## config.mk

```make
export PLATFORM = sky130hd
export DESIGN_NAME = sql_top_level_semicolon_counter_unit
export DESIGN_NICKNAME = d
export VERILOG_FILES = /design/src/rtl/sqlsc_pkg.sv /design/src/rtl/sqlsc_fifo.sv /design/src/rtl/sqlsc_front.sv /design/src/rtl/sqlsc_back.sv /design/src/rtl/sql_top_level_semicolon_counter_unit.sv
export SDC_FILE = /design/constraint.sdc
export NUM_CORES = 1
export LEC_CHECK = 0
export BUFFER_PORTS_ARGS = -buffer_cell sky130_fd_sc_hd__buf_2
export CORE_AREA = 2 2 190 211
export CTS_BUF_LIST = sky130_fd_sc_hd__clkbuf_8
export DETAILED_ROUTE_END_ITERATION = 7
export DIE_AREA = 0 0 192 213
export GPL_TIMING_DRIVEN = 0
export MAX_ROUTING_LAYER = met4
export PLACE_DENSITY = 0.47
export SLEW_MARGIN = 20
export SYNTH_ARGS = -nofsm -noshare
export SYNTH_HDL_FRONTEND = slang
export SYNTH_SLANG_ARGS = --single-unit
```

## constraint.sdc

```tcl
create_clock -name clk_i -period 6.3 [get_ports clk_i]
set_input_delay 0.63 -clock clk_i [delete_from_list [all_inputs] [get_ports clk_i]]
set_output_delay 0.63 -clock clk_i [all_outputs]
set_load 0.02 [all_outputs]
```

## src/rtl/sqlsc_pkg.sv

```systemverilog
// Shared types and constants of the SQL semicolon counter.
`default_nettype none
package sqlsc_pkg;

  typedef enum logic [2:0] {
    MODE_NORMAL = 3'd0,
    MODE_WORD   = 3'd1,
    MODE_LINE   = 3'd2,
    MODE_STRING = 3'd3,
    MODE_BLOCK  = 3'd4
  } scan_mode_e;

  typedef enum logic [1:0] {
    HELD_NONE  = 2'd0,
    HELD_DASH  = 2'd1,
    HELD_SLASH = 2'd2
  } held_e;

  typedef enum logic [1:0] {
    PEND_NONE  = 2'd0,
    PEND_BEGIN = 2'd1,
    PEND_END   = 2'd2
  } pend_e;

  localparam int unsigned WORD_KEEP = 6;

  // Keywords, upper case, packed right-aligned one byte per letter.
  localparam logic [47:0] KW_BEGIN  = 48'h00_42_45_47_49_4E;
  localparam logic [47:0] KW_END    = 48'h00_00_00_45_4E_44;
  localparam logic [47:0] KW_WORK   = 48'h00_00_57_4F_52_4B;
  localparam logic [47:0] KW_IF     = 48'h00_00_00_00_49_46;
  localparam logic [47:0] KW_WHILE  = 48'h00_57_48_49_4C_45;
  localparam logic [47:0] KW_LOOP   = 48'h00_00_4C_4F_4F_50;
  localparam logic [47:0] KW_REPEAT = 48'h52_45_50_45_41_54;
  localparam logic [47:0] KW_CASE   = 48'h00_00_43_41_53_45;

  localparam logic [2:0] LEN_BEGIN  = 3'd5;
  localparam logic [2:0] LEN_END    = 3'd3;
  localparam logic [2:0] LEN_WORK   = 3'd4;
  localparam logic [2:0] LEN_IF     = 3'd2;
  localparam logic [2:0] LEN_WHILE  = 3'd5;
  localparam logic [2:0] LEN_LOOP   = 3'd4;
  localparam logic [2:0] LEN_REPEAT = 3'd6;
  localparam logic [2:0] LEN_CASE   = 3'd4;

  // Byte after classification by the front end.
  typedef struct packed {
    logic [7:0] up;      // byte with a-z folded to upper case
    logic       alpha;
    logic       digit;
    logic       space;
    logic       under;
    logic       dash;
    logic       slash;
    logic       star;
    logic       hash;
    logic       quote;
    logic       semi;
    logic       nl;
    logic       last;
  } cls_t;

  typedef struct packed {
    logic [15:0] count;
    logic [7:0]  depth;
    logic        done;
  } res_t;

  typedef struct packed {
    logic empty;
    logic full;
  } fifo_stat_t;

endpackage
`default_nettype wire

```

## src/rtl/sqlsc_fifo.sv

```systemverilog
// Small flop-based queue used between the stages.
`default_nettype none
module sqlsc_fifo #(
  parameter int unsigned WIDTH = 8,
  parameter int unsigned DEPTH = 2
) (
  input  wire logic                  clk_i,
  input  wire logic                  rst_ni,
  input  wire logic                  push_i,
  input  wire logic [WIDTH-1:0]      wdata_i,
  input  wire logic                  pop_i,
  output logic [WIDTH-1:0]           rdata_o,
  output sqlsc_pkg::fifo_stat_t      stat_o
);

  localparam int unsigned AW = (DEPTH > 1) ? $clog2(DEPTH) : 1;
  localparam int unsigned CW = $clog2(DEPTH + 1);

  logic [WIDTH-1:0] mem_q [DEPTH];
  logic [AW-1:0]    wp_q, wp_d, rp_q, rp_d;
  logic [CW-1:0]    cnt_q, cnt_d;
  logic             do_push, do_pop;

  assign stat_o.empty = (cnt_q == '0);
  assign stat_o.full  = (cnt_q == CW'(DEPTH));
  assign do_push      = push_i && !stat_o.full;
  assign do_pop       = pop_i && !stat_o.empty;
  assign rdata_o      = mem_q[rp_q];

  always_comb begin
    wp_d = wp_q;
    rp_d = rp_q;
    if (do_push) begin
      wp_d = (wp_q == AW'(DEPTH - 1)) ? '0 : wp_q + 1'b1;
    end
    if (do_pop) begin
      rp_d = (rp_q == AW'(DEPTH - 1)) ? '0 : rp_q + 1'b1;
    end
    case ({do_push, do_pop})
      2'b10:   cnt_d = cnt_q + 1'b1;
      2'b01:   cnt_d = cnt_q - 1'b1;
      default: cnt_d = cnt_q;
    endcase
  end

  always_ff @(posedge clk_i or negedge rst_ni) begin
    if (!rst_ni) begin
      wp_q  <= '0;
      rp_q  <= '0;
      cnt_q <= '0;
    end else begin
      wp_q  <= wp_d;
      rp_q  <= rp_d;
      cnt_q <= cnt_d;
    end
  end

  always_ff @(posedge clk_i) begin
    if (do_push) begin
      mem_q[wp_q] <= wdata_i;
    end
  end

endmodule
`default_nettype wire

```

## src/rtl/sqlsc_front.sv

```systemverilog
// Front end: takes bytes and registers their character class.
`default_nettype none
module sqlsc_front (
  input  wire logic                  clk_i,
  input  wire logic                  rst_ni,
  input  wire logic                  push_i,
  output logic                       full_o,
  input  wire logic [7:0]            text_byte_i,
  input  wire logic                  final_byte_i,
  input  wire sqlsc_pkg::fifo_stat_t mid_stat_i,
  output logic                       mid_push_o,
  output sqlsc_pkg::cls_t            cls_o
);

  sqlsc_pkg::cls_t cls_d, cls_q;
  logic            vld_q, vld_d;
  logic            accept, moved;
  logic            lower;

  assign full_o     = vld_q && mid_stat_i.full;
  assign accept     = push_i && !full_o;
  assign moved      = vld_q && !mid_stat_i.full;
  assign mid_push_o = vld_q;
  assign cls_o      = cls_q;

  always_comb begin
    lower       = (text_byte_i >= 8'd97) && (text_byte_i <= 8'd122);
    cls_d.up    = lower ? text_byte_i - 8'd32 : text_byte_i;
    cls_d.alpha = lower || ((text_byte_i >= 8'd65) && (text_byte_i <= 8'd90));
    cls_d.digit = (text_byte_i >= 8'd48) && (text_byte_i <= 8'd57);
    cls_d.space = (text_byte_i == 8'd32) || ((text_byte_i >= 8'd9) && (text_byte_i <= 8'd13));
    cls_d.under = (text_byte_i == 8'd95);
    cls_d.dash  = (text_byte_i == 8'd45);
    cls_d.slash = (text_byte_i == 8'd47);
    cls_d.star  = (text_byte_i == 8'd42);
    cls_d.hash  = (text_byte_i == 8'd35);
    cls_d.quote = (text_byte_i == 8'd39);
    cls_d.semi  = (text_byte_i == 8'd59);
    cls_d.nl    = (text_byte_i == 8'd10);
    cls_d.last  = final_byte_i;
  end

  always_comb begin
    vld_d = vld_q;
    if (accept) begin
      vld_d = 1'b1;
    end else if (moved) begin
      vld_d = 1'b0;
    end
  end

  always_ff @(posedge clk_i or negedge rst_ni) begin
    if (!rst_ni) begin
      vld_q <= 1'b0;
    end else begin
      vld_q <= vld_d;
    end
  end

  always_ff @(posedge clk_i) begin
    if (accept) begin
      cls_q <= cls_d;
    end
  end

endmodule
`default_nettype wire

```

## src/rtl/sqlsc_back.sv

```systemverilog
// Back end: lexer state, keyword matching, depth and semicolon counting.
`default_nettype none
module sqlsc_back #(
  parameter int unsigned COUNT_BITS = 16,
  parameter int unsigned DEPTH_MAX  = 255
) (
  input  wire logic                  clk_i,
  input  wire logic                  rst_ni,
  input  wire sqlsc_pkg::cls_t       cls_i,
  input  wire sqlsc_pkg::fifo_stat_t in_stat_i,
  output logic                       in_pop_o,
  input  wire sqlsc_pkg::fifo_stat_t out_stat_i,
  output logic                       out_push_o,
  output sqlsc_pkg::res_t            result_o
);

  localparam int unsigned DW = $clog2(DEPTH_MAX + 1);

  sqlsc_pkg::scan_mode_e  mode_q, mode_d, mode_n;
  sqlsc_pkg::held_e       held_q, held_d, held_n;
  sqlsc_pkg::pend_e       pend_q, pend_d, pend_n;
  logic                   star_q, star_d, star_n;
  logic [47:0]            let_q, let_d, let_n;
  logic [2:0]             len_q, len_d, len_n;
  logic                   long_q, long_d, long_n;
  logic [COUNT_BITS-1:0]  cnt_q, cnt_d, cnt_n;
  logic [DW-1:0]          dep_q, dep_d, dep_n;
  logic                   go, do_norm;
  logic [31:0]            cnt_wide;
  logic [15:0]            dep_wide;

  function automatic logic kw_is(logic [47:0] l, logic [2:0] n, logic lg,
                                 logic [47:0] kv, logic [2:0] kl);
    return !lg && (n == kl) && (l == kv);
  endfunction

  function automatic logic [DW-1:0] dep_up(logic [DW-1:0] d);
    return (d < DW'(DEPTH_MAX)) ? d + 1'b1 : d;
  endfunction

  function automatic logic [DW-1:0] dep_down(logic [DW-1:0] d);
    return (d != '0) ? d - 1'b1 : d;
  endfunction

  // Word just ended: resolve the keyword that was waiting for it.
  function automatic logic [DW-1:0] ew_depth(sqlsc_pkg::pend_e p, logic [47:0] l,
                                             logic [2:0] n, logic lg, logic [DW-1:0] d);
    logic [DW-1:0] r;
    r = d;
    if (p == sqlsc_pkg::PEND_BEGIN) begin
      if (!kw_is(l, n, lg, sqlsc_pkg::KW_WORK, sqlsc_pkg::LEN_WORK)) r = dep_up(d);
    end else if (p == sqlsc_pkg::PEND_END) begin
      if (!(kw_is(l, n, lg, sqlsc_pkg::KW_IF, sqlsc_pkg::LEN_IF) ||
            kw_is(l, n, lg, sqlsc_pkg::KW_WHILE, sqlsc_pkg::LEN_WHILE) ||
            kw_is(l, n, lg, sqlsc_pkg::KW_LOOP, sqlsc_pkg::LEN_LOOP) ||
            kw_is(l, n, lg, sqlsc_pkg::KW_REPEAT, sqlsc_pkg::LEN_REPEAT) ||
            kw_is(l, n, lg, sqlsc_pkg::KW_CASE, sqlsc_pkg::LEN_CASE))) r = dep_down(d);
    end
    return r;
  endfunction

  function automatic sqlsc_pkg::pend_e ew_pend(logic [47:0] l, logic [2:0] n, logic lg);
    sqlsc_pkg::pend_e r;
    r = sqlsc_pkg::PEND_NONE;
    if (kw_is(l, n, lg, sqlsc_pkg::KW_BEGIN, sqlsc_pkg::LEN_BEGIN)) begin
      r = sqlsc_pkg::PEND_BEGIN;
    end else if (kw_is(l, n, lg, sqlsc_pkg::KW_END, sqlsc_pkg::LEN_END)) begin
      r = sqlsc_pkg::PEND_END;
    end
    return r;
  endfunction

  assign go         = !in_stat_i.empty && !out_stat_i.full;
  assign in_pop_o   = go;
  assign out_push_o = go;

  // Next state, before the end-of-text clear.
  always_comb begin
    mode_n  = mode_q;
    held_n  = held_q;
    pend_n  = pend_q;
    star_n  = star_q;
    let_n   = let_q;
    len_n   = len_q;
    long_n  = long_q;
    cnt_n   = cnt_q;
    dep_n   = dep_q;
    do_norm = 1'b0;

    if (held_q != sqlsc_pkg::HELD_NONE) begin
      held_n = sqlsc_pkg::HELD_NONE;
      if (held_q == sqlsc_pkg::HELD_DASH && cls_i.dash) begin
        mode_n = sqlsc_pkg::MODE_LINE;
      end else if (held_q == sqlsc_pkg::HELD_SLASH && cls_i.star) begin
        mode_n = sqlsc_pkg::MODE_BLOCK;
        star_n = 1'b0;
      end else begin
        do_norm = 1'b1;
      end
    end else begin
      case (mode_q)
        sqlsc_pkg::MODE_WORD: begin
          if (cls_i.alpha || cls_i.digit || cls_i.under) begin
            if (len_q < 3'(sqlsc_pkg::WORD_KEEP)) begin
              let_n = {let_q[39:0], cls_i.up};
              len_n = len_q + 1'b1;
            end else begin
              long_n = 1'b1;
            end
          end else begin
            dep_n   = ew_depth(pend_q, let_q, len_q, long_q, dep_q);
            pend_n  = ew_pend(let_q, len_q, long_q);
            mode_n  = sqlsc_pkg::MODE_NORMAL;
            do_norm = 1'b1;
          end
        end
        sqlsc_pkg::MODE_LINE: begin
          if (cls_i.nl) mode_n = sqlsc_pkg::MODE_NORMAL;
        end
        sqlsc_pkg::MODE_STRING: begin
          if (cls_i.quote) mode_n = sqlsc_pkg::MODE_NORMAL;
        end
        sqlsc_pkg::MODE_BLOCK: begin
          if (star_q && cls_i.slash) begin
            mode_n = sqlsc_pkg::MODE_NORMAL;
            star_n = 1'b0;
          end else if (cls_i.last) begin
            // unclosed comment: last byte is scanned as plain text
            mode_n  = sqlsc_pkg::MODE_NORMAL;
            star_n  = 1'b0;
            do_norm = 1'b1;
          end else begin
            star_n = cls_i.star;
          end
        end
        default: begin
          mode_n  = sqlsc_pkg::MODE_NORMAL;
          do_norm = 1'b1;
        end
      endcase
    end

    if (do_norm) begin
      // look-ahead after BEGIN / END
      if (pend_n != sqlsc_pkg::PEND_NONE && !cls_i.space) begin
        if (pend_n == sqlsc_pkg::PEND_BEGIN) begin
          if (!cls_i.alpha) begin
            if (!cls_i.semi) dep_n = dep_up(dep_n);
            pend_n = sqlsc_pkg::PEND_NONE;
          end
        end else if (!(cls_i.alpha || cls_i.under)) begin
          dep_n  = dep_down(dep_n);
          pend_n = sqlsc_pkg::PEND_NONE;
        end
      end
      if (cls_i.dash) begin
        held_n = sqlsc_pkg::HELD_DASH;
      end else if (cls_i.slash) begin
        held_n = sqlsc_pkg::HELD_SLASH;
      end else if (cls_i.hash) begin
        mode_n = sqlsc_pkg::MODE_LINE;
      end else if (cls_i.quote) begin
        mode_n = sqlsc_pkg::MODE_STRING;
      end else if (cls_i.alpha || cls_i.under) begin
        mode_n = sqlsc_pkg::MODE_WORD;
        let_n  = {40'd0, cls_i.up};
        len_n  = 3'd1;
        long_n = 1'b0;
      end else if (cls_i.semi) begin
        if (dep_n == '0 && cnt_n != '1) cnt_n = cnt_n + 1'b1;
      end
    end

    if (cls_i.last) begin
      if (mode_n == sqlsc_pkg::MODE_WORD) begin
        dep_n  = ew_depth(pend_n, let_n, len_n, long_n, dep_n);
        pend_n = ew_pend(let_n, len_n, long_n);
      end
      if (pend_n == sqlsc_pkg::PEND_END) dep_n = dep_down(dep_n);
      pend_n = sqlsc_pkg::PEND_NONE;
    end
  end

  // Register inputs: everything clears after the last byte.
  always_comb begin
    if (cls_i.last) begin
      mode_d = sqlsc_pkg::MODE_NORMAL;
      held_d = sqlsc_pkg::HELD_NONE;
      pend_d = sqlsc_pkg::PEND_NONE;
      star_d = 1'b0;
      let_d  = '0;
      len_d  = '0;
      long_d = 1'b0;
      cnt_d  = '0;
      dep_d  = '0;
    end else begin
      mode_d = mode_n;
      held_d = held_n;
      pend_d = pend_n;
      star_d = star_n;
      let_d  = let_n;
      len_d  = len_n;
      long_d = long_n;
      cnt_d  = cnt_n;
      dep_d  = dep_n;
    end
  end

  // Result request.
  always_comb begin
    cnt_wide       = 32'(cnt_n);
    dep_wide       = 16'(dep_n);
    result_o.count = cnt_wide[15:0];
    result_o.depth = dep_wide[7:0];
    result_o.done  = cls_i.last;
  end

  always_ff @(posedge clk_i or negedge rst_ni) begin
    if (!rst_ni) begin
      mode_q <= sqlsc_pkg::MODE_NORMAL;
      held_q <= sqlsc_pkg::HELD_NONE;
      pend_q <= sqlsc_pkg::PEND_NONE;
      star_q <= 1'b0;
      let_q  <= '0;
      len_q  <= '0;
      long_q <= 1'b0;
      cnt_q  <= '0;
      dep_q  <= '0;
    end else if (go) begin
      mode_q <= mode_d;
      held_q <= held_d;
      pend_q <= pend_d;
      star_q <= star_d;
      let_q  <= let_d;
      len_q  <= len_d;
      long_q <= long_d;
      cnt_q  <= cnt_d;
      dep_q  <= dep_d;
    end
  end

endmodule
`default_nettype wire

```

## src/rtl/sql_top_level_semicolon_counter_unit.sv

```systemverilog
// Path: an accepted byte is registered in the front end, queued, scanned by the back end and queued as a result.
// Throughput: one byte per cycle while no queue is full; the back end updates all scan state for each byte it moves.
// A two-entry queue between front and back, and one on the result side, absorb stalls.
// Reset (rst_ni low, asynchronous) empties the queues and clears all scan state.
// State also clears after each byte marked final.
`default_nettype none
module sql_top_level_semicolon_counter_unit #(
  parameter int unsigned COUNT_BITS = 16,
  parameter int unsigned DEPTH_MAX  = 255
) (
  input  wire logic        clk_i,
  input  wire logic        rst_ni,
  input  wire logic        push,
  output logic             full,
  input  wire logic [7:0]  text_byte_i,
  input  wire logic        final_byte_i,
  output logic             empty,
  input  wire logic        pop,
  output logic [15:0]      statement_count_o,
  output logic [7:0]       block_depth_o,
  output logic             text_done_o
);

  sqlsc_pkg::cls_t       cls_f, cls_b;
  sqlsc_pkg::fifo_stat_t mid_stat, out_stat;
  sqlsc_pkg::res_t       res_b, res_o;
  logic                  mid_push, mid_pop, out_push;

  sqlsc_front u_front (
    .clk_i        (clk_i),
    .rst_ni       (rst_ni),
    .push_i       (push),
    .full_o       (full),
    .text_byte_i  (text_byte_i),
    .final_byte_i (final_byte_i),
    .mid_stat_i   (mid_stat),
    .mid_push_o   (mid_push),
    .cls_o        (cls_f)
  );

  sqlsc_fifo #(
    .WIDTH ($bits(sqlsc_pkg::cls_t)),
    .DEPTH (2)
  ) u_mid_q (
    .clk_i   (clk_i),
    .rst_ni  (rst_ni),
    .push_i  (mid_push),
    .wdata_i (cls_f),
    .pop_i   (mid_pop),
    .rdata_o (cls_b),
    .stat_o  (mid_stat)
  );

  sqlsc_back #(
    .COUNT_BITS (COUNT_BITS),
    .DEPTH_MAX  (DEPTH_MAX)
  ) u_back (
    .clk_i      (clk_i),
    .rst_ni     (rst_ni),
    .cls_i      (cls_b),
    .in_stat_i  (mid_stat),
    .in_pop_o   (mid_pop),
    .out_stat_i (out_stat),
    .out_push_o (out_push),
    .result_o   (res_b)
  );

  sqlsc_fifo #(
    .WIDTH ($bits(sqlsc_pkg::res_t)),
    .DEPTH (2)
  ) u_out_q (
    .clk_i   (clk_i),
    .rst_ni  (rst_ni),
    .push_i  (out_push),
    .wdata_i (res_b),
    .pop_i   (pop),
    .rdata_o (res_o),
    .stat_o  (out_stat)
  );

  assign empty             = out_stat.empty;
  assign statement_count_o = res_o.count;
  assign block_depth_o     = res_o.depth;
  assign text_done_o       = res_o.done;

endmodule
`default_nettype wire

```

==> results of run 1 <==
-- Yosys cell counts (11+ instances only) --
library cell | instances | share of area, %
edfxtp_1 | 110 | 25
nand2_1 | 107 | 3.0
dfrtp_1 | 93 | 17
nor2_1 | 90 | 2.5
o21ai_0 | 73 | 2.7
clkbuf_1 | 58 | 1.6
nor3_1 | 53 | 2.0
a21oi_1 | 52 | 1.9
nand3_1 | 46 | 1.7
a22o_1 | 45 | 2.9
mux2_2 | 41 | 3.4
nand4_1 | 40 | 1.9
nor4_1 | 36 | 1.7
inv_1 | 30 | 0.84
and3_1 | 26 | 1.2
o31ai_1 | 24 | 1.3
mux2i_1 | 23 | 1.7
ha_1 | 21 | 2.0
xnor2_1 | 21 | 1.4
a31oi_1 | 17 | 0.79
nor2b_1 | 16 | 0.75
nor4b_1 | 15 | 0.98
or4_1 | 15 | 0.84
buf_2 | 14 | 0.52
and4_1 | 12 | 0.78
nand2b_1 | 12 | 0.56
o21ai_1 | 12 | 0.45
xor2_1 | 12 | 0.78
and2_1 | 11 | 0.51
nor3b_1 | 11 | 0.62
-- layout by cell type, fill, tap and decap left out, drive strengths merged, types with 21 or more instances in the layout --
master  netlist  layout
a21oi        54      54
xnor2        22      22
nor4         43      43
inv          32      39
mux2i        24      24
mux2         41      41
nand2       108     108
o31ai        26      26
dfrtp        93      93
nand3        49      49
edfxtp      110     110
ha           21      21
nor2         93      93
and3         26      26
buf          28     183
a22o         45      45
o21ai        85      85
clkbuf       58      94
nor3         56      56
nand4        46      46
-- final cells by class --
cell class	instances	area (sq um)	area share, %
clock inverter	28	201	1.20
tap	507	634	3.78
multi-input combinational	1042	8000	47.7
sequential	203	5650	33.7
clock buffer	40	551	3.28
inverter	34	151	0.902
buffer	81	408	2.43
timing repair buffer	157	1190	7.07
-- timing repair --
item / CTS / global route
pin swaps: 52 / 27
resized for setup: 128 / 14
hold buffers: 1 / 0
setup buffers: 87 / 26
endpoints found under the hold margin: 36 / 0
setup endpoints to repair: 61 / 32
-- logic make-up after synthesis --
group	synth area share (%)
DFF	42.0
xor gates and xnor gates	2.28
adders and majority gates	1.96
and+or+nand+nor	24.9
buffers and inverters	3.85
AOI/OAI and AO/OA	19.8
muxes	5.27
-- registers in the layout (all words and copies together) (netlist names) --
| register | count |
|---|---|
| u_back.cnt_q | 16 |
| u_back.dep_q | 8 |
| u_back.held_q | 2 |
| u_back.len_q | 3 |
| u_back.let_q | 48 |
| u_back.long_q | 1 |
| u_back.mode_q | 3 |
| u_back.pend_q | 2 |
| u_back.star_q | 1 |
| u_front.cls_o | 20 |
| u_front.mid_push_o | 1 |
| u_mid_q.cnt_q | 2 |
| u_mid_q.mem_q | 40 |
| u_mid_q.rp_q | 1 |
| u_mid_q.wp_q | 1 |
| u_out_q.cnt_q | 2 |
| u_out_q.mem_q | 50 |
| u_out_q.rp_q | 1 |
| u_out_q.wp_q | 1 |
-- per-layer routing --
metal / global-route usage [%] / vias to the layer above
met2: 40.0 / 507
met1: 31.5 / 6128
met5: - / -
met3: 3.67 / 129
li1: - / 5713
met4: 8.92 / 0
-- stage by stage --
step / cell area (sq um) / setup slack, ns / power (mW) / TNS [ns] / hold slack, ns
6_report: 16800 / -0.445 / 5.81 / -6.53 / 0.250
5_1_grt: 16800 / -0.682 / 6.15 / -10.42 / 0.228
4_1_cts: 16500 / -0.223 / 5.84 / -2.64 / 0.214
3_5_place_dp: 14500 / -1.69 / 4.34 / -44.67 / 0.432
3_3_place_gp: 14400 / -1.64 / 4.28 / -43.01 / 0.425
2_1_floorplan: 13600 / -0.0179 / 3.44 / -0.0357 / 0.334
-- worst max path at each step --
stage	to	slack [ns]	start	cells past startpoint
global route	u_out_q.mem_q[1][6]	-0.68	u_back.let_q[40]	31
global placement	u_out_q.mem_q[0][5]	-1.64	u_back.let_q[29]	30
detailed placement	u_out_q.mem_q[0][5]	-1.69	u_back.let_q[29]	30
CTS	u_out_q.mem_q[0][6]	-0.22	u_back.let_q[42]	31
floorplan	u_out_q.mem_q[0][6]	-0.02	u_back.let_q[7]	31
finish	u_out_q.mem_q[0][6]	-0.44	u_back.let_q[40]	31
-- power breakdown --
part	switching, mW	internal [mW]	leakage [nW]
registers	0.164	1.79	2.30
logic	1.71	0.854	3.61
clock network	0.601	0.682	0.391
-- critical path, delay by kind of cell (launching register included) --
kind | cells | cell delay (ns)
AND/OR/NAND/NOR | 11 | 2.21
XOR/XNOR | 2 | 0.27
adder cells (fa/ha/maj) | 3 | 0.60
AO/OA/AOI/OAI | 10 | 2.30
buffers and inverters | 4 | 0.44
multiplexers | 1 | 0.21
flip-flops | 1 | 0.41
==> impl_metrics.json, run 1 <==
{
  "status": "finished, violations left",
  "violations": "setup timing",
  "io_pins": 40,
  "synth_seq_area_share_pct": 42.0,
  "reg2reg_to": "u_out_q.mem_q[0][6]",
  "clock-sinks": 203,
  "first_iter_violations": 965,
  "ir_drop_mv": 0.219,
  "drive_above_1_share_pct": 28.8,
  "rsz0062_at_grt": "yes",
  "cpMaxStageDelayCell": "or4_4",
  "yosys_warnings": 0,
  "antenna_found_initial": 0,
  "max_stage_delay_ns": 0.53,
  "via_count": 12477,
  "end_kind": "flip-flop",
  "wl_met3_um": 3270,
  "grt_max_degree": 58,
  "synthDistinctLibCells": 114,
  "hp-start": "final_byte_i",
  "core.rowCount": 76,
  "core_area_sq_um": 38800,
  "h-tree-depth": 2,
  "synth_edf_count": 110,
  "area_delta_synth_final_pct": 25.3,
  "p_leak_nw": 6.31,
  "power_density_nw_per_um2": 346,
  "drcViolationCount": 0,
  "hold_class": "in2reg",
  "drv_slew": 0,
  "avgRoutedWirePerCell_um": 23.2,
  "firstDrtPassIters": 5,
  "dp_hpwl_um": 34500,
  "cts-root-buf": "clkbuf_8",
  "fin_skew_ns": 0.0276,
  "grt_use_total_pct": 24.7,
  "worstSetupPathType": "reg2reg",
  "holdPathStages": 1,
  "synth.avg_cell_area_sq_um": 9.82,
  "viasPerCell": 5.96,
  "gp_congestion": 0.955,
  "grt_pass1_vias": 12468,
  "finalHoldViolCount": 0,
  "crit_path_start_kind": "flip-flop",
  "cts_made_buffers": 37,
  "grt_pass1_wl_um": 75100,
  "tightest_slew_ns": 1.08,
  "slew_headroom_pct": 27.7,
  "synthesis.area_sq_um": 13400,
  "reg2regPathDepth": 31,
  "final_core_util_pct": 43.3,
  "dpl.cell_count": 1915,
  "path_max_fanout": 8,
  "fp.dieH_um": 213,
  "rr_startpoint": "u_back.let_q[40]",
  "met1Wirelength_um": 20600,
  "required_ns": 6.58,
  "timing.fmax_ghz": 0.148,
  "hold_path_end": "u_front.cls_o[0]",
  "r2r_slack_ns": -0.44,
  "period_share_pct": 107,
  "grt.overflow.total": 0,
  "syn_nets": 1399,
  "final_cells": 2092,
  "layout_setup_ws_ns": -0.445,
  "maxCapViolations": 0,
  "syn_inst": 1365,
  "io_buffers": 39,
  "design.die.area_sq_um": 40900,
  "synthFlopType": "edfxtp_1",
  "ant_nets": 0,
  "critPathArrivalTime_ns": 7.03,
  "met2WireLength_um": 22700,
  "setup_viol": 16,
  "finalWorstPathRequiredPeriod_ns": 6.74,
  "synth_seq_cells": 203,
  "start_util_pct": 34.5,
  "clk_latency_ns": 0.57,
  "clock_path_buffers": 3,
  "final_nets": 1590,
  "n_fill_cell": 3869,
  "async_reset_ff_share_pct": 45.8,
  "cts_tree": "yes",
  "highest_layer": "met4",
  "n_antenna_cell": 0,
  "drt-total-wl_um": 48500,
  "cts.reportedPaths.clkPinSlew_ns": 0.07,
  "die_w_um": 192
}
Note: power is estimated with default switching activity, not from simulation.
==> run 2, diff against run 1 <==
--- a/config.mk
+++ b/config.mk
@@ -11,8 +11,9 @@
 export DETAILED_ROUTE_END_ITERATION = 7
 export DIE_AREA = 0 0 192 213
 export GPL_TIMING_DRIVEN = 0
+export HOLD_SLACK_MARGIN = 0.05
 export MAX_ROUTING_LAYER = met4
-export PLACE_DENSITY = 0.47
+export PLACE_DENSITY = 0.45
 export SLEW_MARGIN = 20
 export SYNTH_ARGS = -nofsm -noshare
 export SYNTH_HDL_FRONTEND = slang
==> constraint.sdc (replaced) <==
create_clock -name clk_i -period 8.4 [get_ports clk_i]
set_input_delay 0.84 -clock clk_i [delete_from_list [all_inputs] [get_ports clk_i]]
set_output_delay 0.84 -clock clk_i [all_outputs]
set_load 0.02 [all_outputs]
==> run 2 against run 1 <==
Net effect: the flow now finishes without violations; count of clock-buffer cells in the layout increased by 4; global-route usage decreased by 0.31 points; sequential power decreased by 26%; sequential share of layout area increased by 3.2 points; worst setup slack improved by 0.82 ns; critical path depth unchanged; clock power decreased by 23%; flip-flop and latch count unchanged; final cell count decreased by 4.8%; first-iteration DRC count decreased by 11%.
==> impl_metrics.json, run 2 (same netlist as run 1, synthesis figures left out) <==
{
  "grt_pass1_vias": 11885,
  "worst_path_dominant_cell_family": "compound AO/OA/AOI/OAI gates",
  "n_fill_cell": 3911,
  "antenna_found_initial": 0,
  "timing.fmax_ghz": 0.125,
  "io_pins": 40,
  "power_mw": 4.25,
  "hold_class": "in2async",
  "worstSetupPathType": "reg2reg",
  "reg_top3": "u_out_q.mem_q x50, u_back.let_q x48, u_mid_q.mem_q x40",
  "largest_register": "u_out_q.mem_q",
  "highest_layer": "met4",
  "fp.dieH_um": 213,
  "final_core_util_pct": 39.4,
  "critPathArrivalTime_ns": 8.31,
  "largest_register_ffs": 50,
  "first_iter_violations": 859,
  "finalHoldViolCount": 0,
  "n_antenna_cell": 0,
  "mostFrequentLayoutCells": "110 x edfxtp_1, 107 x nand2_1, 92 x dfrtp_1",
  "setup_viol": 0,
  "cts_tree": "yes",
  "via_count": 11988,
  "crit_path_start_kind": "flip-flop",
  "drive_above_1_share_pct": 17.1,
  "slew_headroom_pct": 24.0,
  "power_density_nw_per_um2": 278,
  "clock_path_buffers": 3,
  "cpMaxStageDelayCell": "nor4_2",
  "drv_slew": 0,
  "path_max_fanout": 9,
  "ir_drop_mv": 0.156,
  "p_int_mw": 2.44,
  "final_nets": 1489,
  "period_share_pct": 95.5,
  "cts_made_buffers": 37,
  "clk_latency_ns": 0.60,
  "cts-root-buf": "clkbuf_8",
  "p_comb_share_pct": 42.4,
  "finalWorstPathRequiredPeriod_ns": 8.02,
  "max_stage_delay_ns": 0.60,
  "seqPwrFrac_pct": 34.5,
  "viasPerCell": 6.02,
  "grt.overflow.total": 0,
  "core_area_sq_um": 38800,
  "required_ns": 8.69,
  "area_delta_synth_final_pct": 14.1,
  "firstDrtPassIters": 5,
  "die_w_um": 192,
  "avgRoutedWirePerCell_um": 24.0,
  "status": "finished clean",
  "drcViolationCount": 0,
  "cts.reportedPaths.clkPinSlew_ns": 0.06,
  "net-switching-power_mw": 1.81,
  "grt_pass1_wl_um": 73100,
  "cpMostUsedCell": "ha_1",
  "h-tree-depth": 2,
  "wl_met3_um": 2610,
  "io_buffers": 39,
  "power_frac_clock_pct": 23.1,
  "met2WireLength_um": 23200,
  "end_kind": "flip-flop",
  "p_leak_nw": 5.70,
  "fin_skew_ns": 0.0363,
  "tightest_slew_ns": 1.13,
  "gp_congestion": 0.956,
  "grt_use_total_pct": 24.4,
  "dp_hpwl_um": 35600,
  "clock-sinks": 203,
  "core.rowCount": 76,
  "grt_max_degree": 55,
  "p_sw_share_pct": 42.7,
  "drt-total-wl_um": 47900,
  "start_util_pct": 34.5,
  "met1Wirelength_um": 20300,
  "cp_num_buf_inv": 4,
  "rsz0062_at_grt": "no",
  "final_common_cell": "edfxtp_1",
  "maxCapViolations": 0,
  "ant_nets": 0,
  "design.die.area_sq_um": 40900
}
[run 2: path summary, 6_finish.rpt]
| path | from | endpoint | slack (ns) | cells after the start |
|---|---|---|---|---|
| setup / recovery | u_back.let_q[32] | u_out_q.mem_q[1][6] | 0.38 | 31 |
| hold / removal | rst_ni | u_back.let_q[19] | 0.16 | 1 |
| setup reg to reg | u_back.let_q[32] | u_out_q.mem_q[1][6] | 0.38 | 31 |
| hold reg to reg | u_front.cls_o[3] | u_mid_q.mem_q[1][3] | 0.44 | 0 |
| max in group asynchronous | rst_ni | u_back.dep_q[3] | 7.57 | 2 |
| min in group clk_i | final_byte_i | u_front.cls_o[0] | 0.43 | 1 |
[run 2: routing by layer]
layer / vias to the layer above / track usage (%)
met1: 5906 / 29.6
li1: 5531 / -
met4: 0 / 8.92
met5: - / -
met3: 116 / 4.06
met2: 435 / 40.9
[run 2: metrics by stage]
| step | instance area (sq um) | worst slack, ns | hold WS [ns] | std cells | setup TNS [ns] |
|---|---|---|---|---|---|
| floorplan | 13400 | 1.67 | 0.421 | 1365 | 0 |
| global route | 15300 | 0.00500 | 0.153 | 1991 | 0 |
| detailed placement | 14300 | -0.369 | 0.433 | 1915 | -4.37 |
| CTS | 15200 | 0.00423 | 0.144 | 1983 | 0 |
| global placement | 14200 | -0.561 | 0.424 | 1911 | -7.42 |
| finish | 15300 | 0.379 | 0.162 | 1991 | 0 |
[run 2: area by class of cell]
cell class	count	area, sq um	share of cell area (%)
tap	507	634	4.15
inverter	34	134	0.876
sequential	203	5630	36.8
timing repair buffer	51	340	2.23
multi-input combinational	1042	7390	48.3
buffer	86	382	2.50
clock buffer	44	606	3.96
clock inverter	24	170	1.11
[run 2: repair_timing]
item                                    CTS  global route
resized for setup                         6            11
buffers inserted                          0             8
hold buffers                              0             0
pin swaps                                 0             5
endpoints found under the setup margin   16            16
[run 2: power groups by stage]
stage / Combinational, mW / Sequential, mW / Clock [mW]
2_1_floorplan: 1.13 / 1.44 / 0
3_3_place_gp: 1.75 / 1.48 / 0
5_1_grt: 1.94 / 1.49 / 1.06
3_5_place_dp: 1.79 / 1.48 / 0
6_report: 1.80 / 1.46 / 0.983
4_1_cts: 1.80 / 1.46 / 1.02
[run 2: worst reg2reg max path: cells and delay by family, from the launching register on]
kind,cells,cell delay [ns]
muxes,1,0.21
DFF,1,0.47
xor gates and xnor gates,2,0.34
adders and majority gates,3,0.68
buffers and inverters,4,0.51
AOI/OAI and AO/OA,11,2.88
and+or+nand+nor,10,2.63
==> run 3, diff against run 2 <==
--- a/config.mk
+++ b/config.mk
@@ -6,6 +6,8 @@
 export NUM_CORES = 1
 export LEC_CHECK = 0
 export BUFFER_PORTS_ARGS = -buffer_cell sky130_fd_sc_hd__buf_2
+export CELL_PAD_IN_SITES_DETAIL_PLACEMENT = 0
+export CELL_PAD_IN_SITES_GLOBAL_PLACEMENT = 1
 export CORE_AREA = 2 2 190 211
 export CTS_BUF_LIST = sky130_fd_sc_hd__clkbuf_8
 export DETAILED_ROUTE_END_ITERATION = 7
@@ -13,7 +15,7 @@
 export GPL_TIMING_DRIVEN = 0
 export HOLD_SLACK_MARGIN = 0.05
 export MAX_ROUTING_LAYER = met4
-export PLACE_DENSITY = 0.45
+export PLACE_DENSITY = 0.55
 export SLEW_MARGIN = 20
 export SYNTH_ARGS = -nofsm -noshare
 export SYNTH_HDL_FRONTEND = slang
==> run 3 against run 2 <==
Net effect: die area unchanged; via count is 0.22% higher; critical path type unchanged; critical endpoint is now u_out_q.mem_q[0][6]; worst hold slack better by 0.0093 ns; largest cell class unchanged.
==> impl_metrics.json, run 3 (same netlist as run 1, synthesis figures left out) <==
{
  "mostFrequentLayoutCells": "110 x edfxtp_1, 107 x nand2_1, 92 x dfrtp_1",
  "status": "finished clean",
  "final_core_util_pct": 39.6,
  "fin_skew_ns": 0.0326,
  "grt_pass1_wl_um": 71500,
  "r2r_slack_ns": 0.39,
  "avgRoutedWirePerCell_um": 23.5,
  "cts-root-buf": "clkbuf_8",
  "path_max_fanout": 10,
  "io_buffers": 39,
  "grt_use_total_pct": 23.7,
  "critPathArrivalTime_ns": 8.33,
  "final_nets": 1491,
  "place_area_sq_um": 14300,
  "via_count": 12014,
  "finalWorstPathRequiredPeriod_ns": 8.01,
  "dpl.cell_count": 1915,
  "viasPerCell": 6.02,
  "clock_path_buffers": 3,
  "worstSetupPathType": "reg2reg",
  "area_delta_synth_final_pct": 14.5,
  "multi_input_area_sq_um": 7420,
  "period_share_pct": 95.4,
  "cts_made_buffers": 38,
  "drt-total-wl_um": 47000,
  "fp.dieH_um": 213,
  "setup_viol": 0,
  "grt_pass1_vias": 11759,
  "finalHoldViolCount": 0,
  "reg2regPathDepth": 31,
  "start_util_pct": 34.5,
  "largest_register": "u_out_q.mem_q",
  "final_cells": 1995,
  "io_pins": 40,
  "cp_num_buf_inv": 4,
  "rr_startpoint": "u_back.let_q[5]",
  "drive_above_1_share_pct": 17.7,
  "die_w_um": 192,
  "first_iter_violations": 910,
  "dp_hpwl_um": 34400,
  "gp_congestion": 0.931,
  "final_area_sq_um": 15300,
  "seq_area_sq_um": 5630,
  "timing.fmax_ghz": 0.125,
  "clock-sinks": 203,
  "antenna_found_initial": 1,
  "clk_latency_ns": 0.60,
  "end_kind": "flip-flop",
  "firstDrtPassIters": 5,
  "reg_top3": "u_out_q.mem_q x50, u_back.let_q x48, u_mid_q.mem_q x40",
  "required_ns": 8.72,
  "max_stage_delay_ns": 0.72,
  "n_fill_cell": 3923,
  "grt_max_degree": 51,
  "worst_path_dominant_cell_family": "simple AND/OR/NAND/NOR gates",
  "ir_drop_mv": 0.199,
  "slew_headroom_pct": 30.1,
  "drv_slew": 0,
  "final_common_cell": "edfxtp_1",
  "grt.overflow.total": 0,
  "power_density_nw_per_um2": 277,
  "tightest_slew_ns": 1.04,
  "reg2reg_to": "u_out_q.mem_q[0][6]",
  "h-tree-depth": 2,
  "maxCapViolations": 0,
  "core.rowCount": 76,
  "largest_register_ffs": 50,
  "cpMostUsedCell": "ha_1",
  "design.die.area_sq_um": 40900,
  "crit_start": "u_back.let_q[5]",
  "cpMaxStageDelayCell": "nor4b_4",
  "hold_class": "in2async",
  "cts.reportedPaths.clkPinSlew_ns": 0.06,
  "cts_tree": "yes",
  "p_leak_nw": 5.73,
  "ant_nets": 0,
  "drcViolationCount": 0,
  "core_area_sq_um": 38800,
  "crit_path_start_kind": "flip-flop"
}
## run 3: worst register-to-register path: cells and delay by family (launching register included)
family,cells,cell delay (ns)
buffers and inverters,4,0.55
xor gates and xnor gates,2,0.31
DFF,1,0.43
adders and majority gates,3,0.76
muxes,1,0.23
AOI/OAI and AO/OA,10,2.36
and+or+nand+nor,11,3.10
## run 3: layout make-up
class	instances	area share, %
multi-input cells	1042	48.3
flip-flops and latches	203	36.7
well taps	507	4.13
clock buffers	44	3.95
plain buffers	86	2.49
repair buffers	52	2.32
clock inverters	26	1.19
inverters	34	0.872
diodes	1	0.0163
## run 3: worst max-delay path by stage
stage / endpoint / slack (ns) / cells after the start
after floorplan: u_out_q.mem_q[0][6] / 1.67 / 32
after global placement: u_out_q.mem_q[0][6] / -0.67 / 32
after detailed placement: u_out_q.mem_q[0][6] / -0.61 / 32
after CTS: u_out_q.mem_q[0][6] / 0.06 / 33
after global routing: u_out_q.mem_q[0][6] / -0.06 / 34
final: u_out_q.mem_q[0][6] / 0.39 / 31
## run 3: repair_timing
item,4_1_cts,5_1_grt
resized for setup,10,11
hold buffers,0,0
endpoints found under the setup margin,16,16
pin swaps,1,3
buffers inserted,1,8
## run 3: metal layers
layer  wire length, um  part of all wire, %  up-vias  GRT usage [%]
li1                  -                    -     5535              -
met1             20600                   44     5933           30.0
met2             22200                   47      424           38.0
met3              2460                  5.2      122           3.98
met4              1700                  3.6        0           9.06
met5                 0                    0        -              -
## run 3: metrics by stage
step	hold slack, ns	power (mW)	worst slack [ns]	setup TNS (ns)
floorplan	0.421	2.57	1.67	0
global placement	0.425	3.21	-0.669	-9.25
detailed placement	0.434	3.26	-0.614	-8.49
CTS	0.159	4.29	0.0574	0
global route	0.186	4.50	-0.0590	-0.186
finish	0.171	4.24	0.388	0
## run 3: power breakdown
part	internal (mW)	total, mW	switching (mW)	leakage [nW]
Sequential	1.35	1.47	0.127	2.33
Combinational	0.545	1.77	1.22	2.95
Clock	0.547	1.00	0.454	0.446
